==> src/design/isort_pkg.sv <==
`timescale 1ns / 1ps

package isort_pkg;

   localparam int VALUE_W = 32;

   typedef struct packed {
      logic insert;
      logic pop;
   } isort_cmd_type;

   typedef struct packed {
      logic last_entry;
   } isort_status_type;

endpackage

==> src/design/isort_ctrl.sv <==
`timescale 1ns / 1ps

module isort_ctrl (
   input  logic                      clock,
   input  logic                      reset,
   input  logic                      req_valid,
   input  logic                      req_last,
   output logic                      req_ready,
   output logic                      rsp_valid,
   input  logic                      rsp_ready,
   input  isort_pkg::isort_status_type status,
   output isort_pkg::isort_cmd_type    cmd
);

   typedef enum logic [1:0] {
      ST_COLLECT = 2'b01,
      ST_DRAIN   = 2'b10
   } isort_state_type;

   isort_state_type state_ff, state_in;

   assign req_ready  = (state_ff == ST_COLLECT);
   assign rsp_valid  = (state_ff == ST_DRAIN);
   assign cmd.insert = req_valid && req_ready;
   assign cmd.pop    = rsp_valid && rsp_ready;

   always_comb begin
      state_in = state_ff;
      unique case (state_ff)
         ST_COLLECT: begin
            // a transaction marked last closes the set
            if (cmd.insert && req_last) state_in = ST_DRAIN;
         end
         ST_DRAIN: begin
            if (cmd.pop && status.last_entry) state_in = ST_COLLECT;
         end
         default: state_in = ST_COLLECT;
      endcase
   end

   always_ff @(posedge clock) begin
      if (reset) begin
         state_ff <= ST_COLLECT;
      end else begin
         state_ff <= state_in;
      end
   end

endmodule

==> config.mk <==
export PLATFORM = sky130hd
export DESIGN_NAME = isort_ctrl
export DESIGN_NICKNAME = d
export VERILOG_FILES = /design/src/design/isort_pkg.sv /design/src/design/isort_ctrl.sv
export SDC_FILE = /design/constraint.sdc
export NUM_CORES = 1
export LEC_CHECK = 0
export ABC_AREA = 1
export BUFFER_PORTS_ARGS = -buffer_cell sky130_fd_sc_hd__clkbuf_2
export CAP_MARGIN = 20
export CORE_AREA = 2 2 39 41
export DETAILED_ROUTE_END_ITERATION = 12
export DIE_AREA = 0 0 41 43
export HOLD_SLACK_MARGIN = 0.15
export SLEW_MARGIN = 20
export SYNTH_ARGS = -nofsm -noshare
export SYNTH_HDL_FRONTEND = slang
export SYNTH_SLANG_ARGS = --single-unit
==> constraint.sdc <==
create_clock -name clock -period 1.6 [get_ports clock]
set_input_delay 0.24 -clock clock [delete_from_list [all_inputs] [get_ports clock]]
set_output_delay 0.24 -clock clock [all_outputs]
set_load 0.03 [all_outputs]
# ---- Word level (Yosys, flattened, before mapping)
# Index checks and enable logic that the tools add are counted.
dict set report totals {
  input_bits 6
  wordCells 13
  ff_bits 2
}
dict set report classes {
  n_reduce_logical 5
  eq_ne 4
  muxes 3
}
# cell n
set op_table {}
lappend op_table {{1-bit logical AND} 4}
lappend op_table {{2-bit 2-to-1 mux} 2}
lappend op_table {{2-bit by 1-bit inequality test with 1-bit output, second input constant} 2}
lappend op_table {{2-bit one-hot mux with 2 select lines} 1}
lappend op_table {{2-bit by 1-bit == test with 1-bit output, second input constant} 1}
lappend op_table {{2-bit == test, second input constant} 1}
lappend op_table {{2-bit AND reduction} 1}

# ---- Logic depth before layout (Yosys ltp)
dict set report depth {
  ltp_word 5
  depth_mapped 5
  mapped_depth_nobuf 5
}

# ---- Least setup slack after synthesis
# Ideal clock, no wire load.
dict set report synth_timing {
  path_type {reg-to-output}
  from {register state_ff[0]}
  to {output port cmd[1] in the netlist's numbering}
  arrival_ns 1.081
  required_time_ns 1.360
  path_stages_with_launch 3
  n_path_buf 0
  path_slack_ns 0.279
  path_cell_list {dfxtp_1 > inv_2 > nor3b_1}
}
# element line
set synth_rtl {}
lappend synth_rtl {{start: declaration} isort_ctrl.sv:20} ;# isort_state_type state_ff, state_in;
lappend synth_rtl {{start signal: assignment} isort_ctrl.sv:45} ;# state_ff <= state_in;
lappend synth_rtl {{end: declaration} isort_ctrl.sv:12} ;# output isort_pkg::isort_cmd_type cmd

==> flow_summary_export.csv <==
group,metric,value,unit
status,outcome,"completed",
logic_synthesis,synth_xor_xnor_area_share,0,%
timing,max_slew.worst_pin.slew,172,ps
global_route,grt_usage,4.01,%
critical_path,r2r_start,"state_ff[1]$_SDFFE_PP0P_",
critical_path,crit_arrival,970,ps
clock_tree,cts_made_buffers,3,
timing,fin_skew,1.81,ps
global_route,grt_overflow,0,
min_path,hold_path_class,"input pin to flip-flop",
die,die-area,1760,sq um
logic_synthesis,synth.area.mux_share,0,%
global_route,antenna_found_initial,0,
clock_tree,clkTransAtPathRegs,30,ps
cells_and_area,multiInputGateArea,56.3,sq um
clock_tree,clockBufferDepth,2,
cells_and_area,regMostFlops,"state_ff",
drt,ant_nets,0,
logic_synthesis,synth.yosys.seq_area_share,34.8,%
global_route,grt_pass1_vias,120,
cells_and_area,layout_common_cells,"clkbuf_2, nand2_1, inv_1",
place,dpl.hpwl,221,um
drt,firstDrtPassIters,1,
drt,wire_per_inst,5.80,um
logic_synthesis,synth_cell_types,10,
timing,max_freq,824,MHz
logic_synthesis,synth_top_family_by_area,"simple AND/OR/NAND/NOR gates",
drt,route.final.wire_length,267,um
power,cellLeakagePower,0.126,nW
timing,fin_crit_sh,75.8,%
cells_and_area,fin_nets,38,
global_route,grt_max_degree,5,
clock_tree,cts_tree,"built",
power,worst_ir_drop_vdd,0.124,mV
logic_synthesis,synthesis.area,115,sq um
die,fp.dieW,41,um
critical_path,cp-end-kind,"primary output",
cells_and_area,areaGrowthSynthToFinish,76.1,%
timing,hold_slack,197,ps
cells_and_area,reg_top3,"state_ff x2",
critical_path,required,1360,ps
logic_synthesis,ys_warn_count,0,
timing,setup_slack,386,ps
logic_synthesis,syn_inst,18,
cells_and_area,final_cell_area,203,sq um
timing,finalMaxSlewViolations,0,
logic_synthesis,synth-simple-area-share,41.3,%
timing,finalSetupViolCount,0,
place,dp_slack,607,ps
clock_tree,clock_latency,220,ps
cells_and_area,largest_reg_flops,2,
drt,vias_per_cell,3.04,
die,core_area,1380,sq um
logic_synthesis,synth-compound-area-share,7.61,%
clock_tree,cts.sinks,2,
timing,period_minus_slack,1210,ps
critical_path,path_max_fanout,4,
clock_tree,root_buffer,"clkbuf_4",
die,die_h,43,um
place,gp_congestion,0.548,
critical_path,critical_path_class,"flip-flop to primary output",
cells_and_area,antenna_cells,0,
timing,grt_setup_unrepaired,"no",
logic_synthesis,avgSynthCellArea,6.40,sq um
critical_path,crit_start,"state_ff[1]$_SDFFE_PP0P_",
cells_and_area,drive_gt1_share,53.3,%
cells_and_area,regArea,40.0,sq um
logic_synthesis,synthAdderAreaFrac,0,%
power,power-per-cell-area,967,nW/um^2
logic_synthesis,synth.net_count,24,
place,place_area,180,sq um
power,power,0.196,mW
clock_tree,hold_buffers,0,
drt,vias,140,
clock_tree,cts_resized,0,
clock_tree,cts.htree.levels,1,
clock_tree,cts_setup_buffers,0,
drt,drt-initial-drc-count,0,
flow_run,cap_violations,0,
cells_and_area,fillers,164,
die,ios,10,
global_route,grt_pass1_wl,365,um
die,row_count,14,
drt,drc_errors,0,
cells_and_area,final_common_cell,"clkbuf_2",
place,portBuffers,9,
timing,finalHoldViolCount,0,
min_path,hp-start,"reset",
logic_synthesis,synth-seq-cells,2,
critical_path,start_kind,"flip-flop",
timing,tns,0,ps
die,initial_utilization,8.32,%
timing,slew_headroom,88.6,%
==> worst max-delay path, cell delays in order (launching register included) <==
cell and delay, ps:
dfxtp_1 370, nand2_1 90, nor2_1 90, clkbuf_2 210
==> stage by stage <==
step                      std cells  util (%)
after global routing             46      14.6
after global placement           43      13.0
final                            46      14.6
after detailed placement         43      13.0
after CTS                        46      14.6
after floorplan                  18         -
==> metal layers <==
| layer | wire (um) | global-route usage [%] |
|---|---|---|
| met1 | 101 | 2.56 |
| met2 | 126 | 4.38 |
| met4 | 0 | 6.00 |
| met3 | 39 | 4.71 |
| met5 | 0 | 0 |
==> final cells by class <==
class                   count  share of cell area (%)
clock buffers               3                    11.1
multi-input cells          11                    27.8
flip-flops and latches      2                    19.8
inverters                   5                    9.26
repair buffers              9                    22.2
well taps                  16                    9.88
==> worst paths after layout <==
path / endpoint / slack, ps / cells after the start
max: cmd[0] / 390 / 3
min: state_ff[1]$_SDFFE_PP0P_ / 200 / 2
max reg2reg: state_ff[0]$_SDFFE_PP1P_ / 860 / 3
min reg2reg: state_ff[1]$_SDFFE_PP0P_ / 560 / 2
==> logic make-up (layout without fill, tap and decap cells) <==
group / Yosys count / after routing
and+or+nand+nor: 10 / 10
DFF: 2 / 2
buffers and inverters: 5 / 17
AOI/OAI and AO/OA: 1 / 1
==> power by group <==
part	internal [mW]	switching (mW)
Sequential	0.0526	0.00165
Combinational	0.0121	0.0195
Clock	0.0826	0.0274
==> cells in the mapped netlist <==
library cell,instances,area (sq um)
nand2_1,5,18.8
nand2_2,1,6.26
a21oi_2,1,8.76
inv_2,1,3.75
nor3b_1,1,7.51
nor2_2,1,6.26
nor2_1,1,3.75
dfxtp_1,2,40.0
nand3_1,1,5.00
inv_1,4,15.0
No activity file was read; power rests on OpenSTA's default activity.
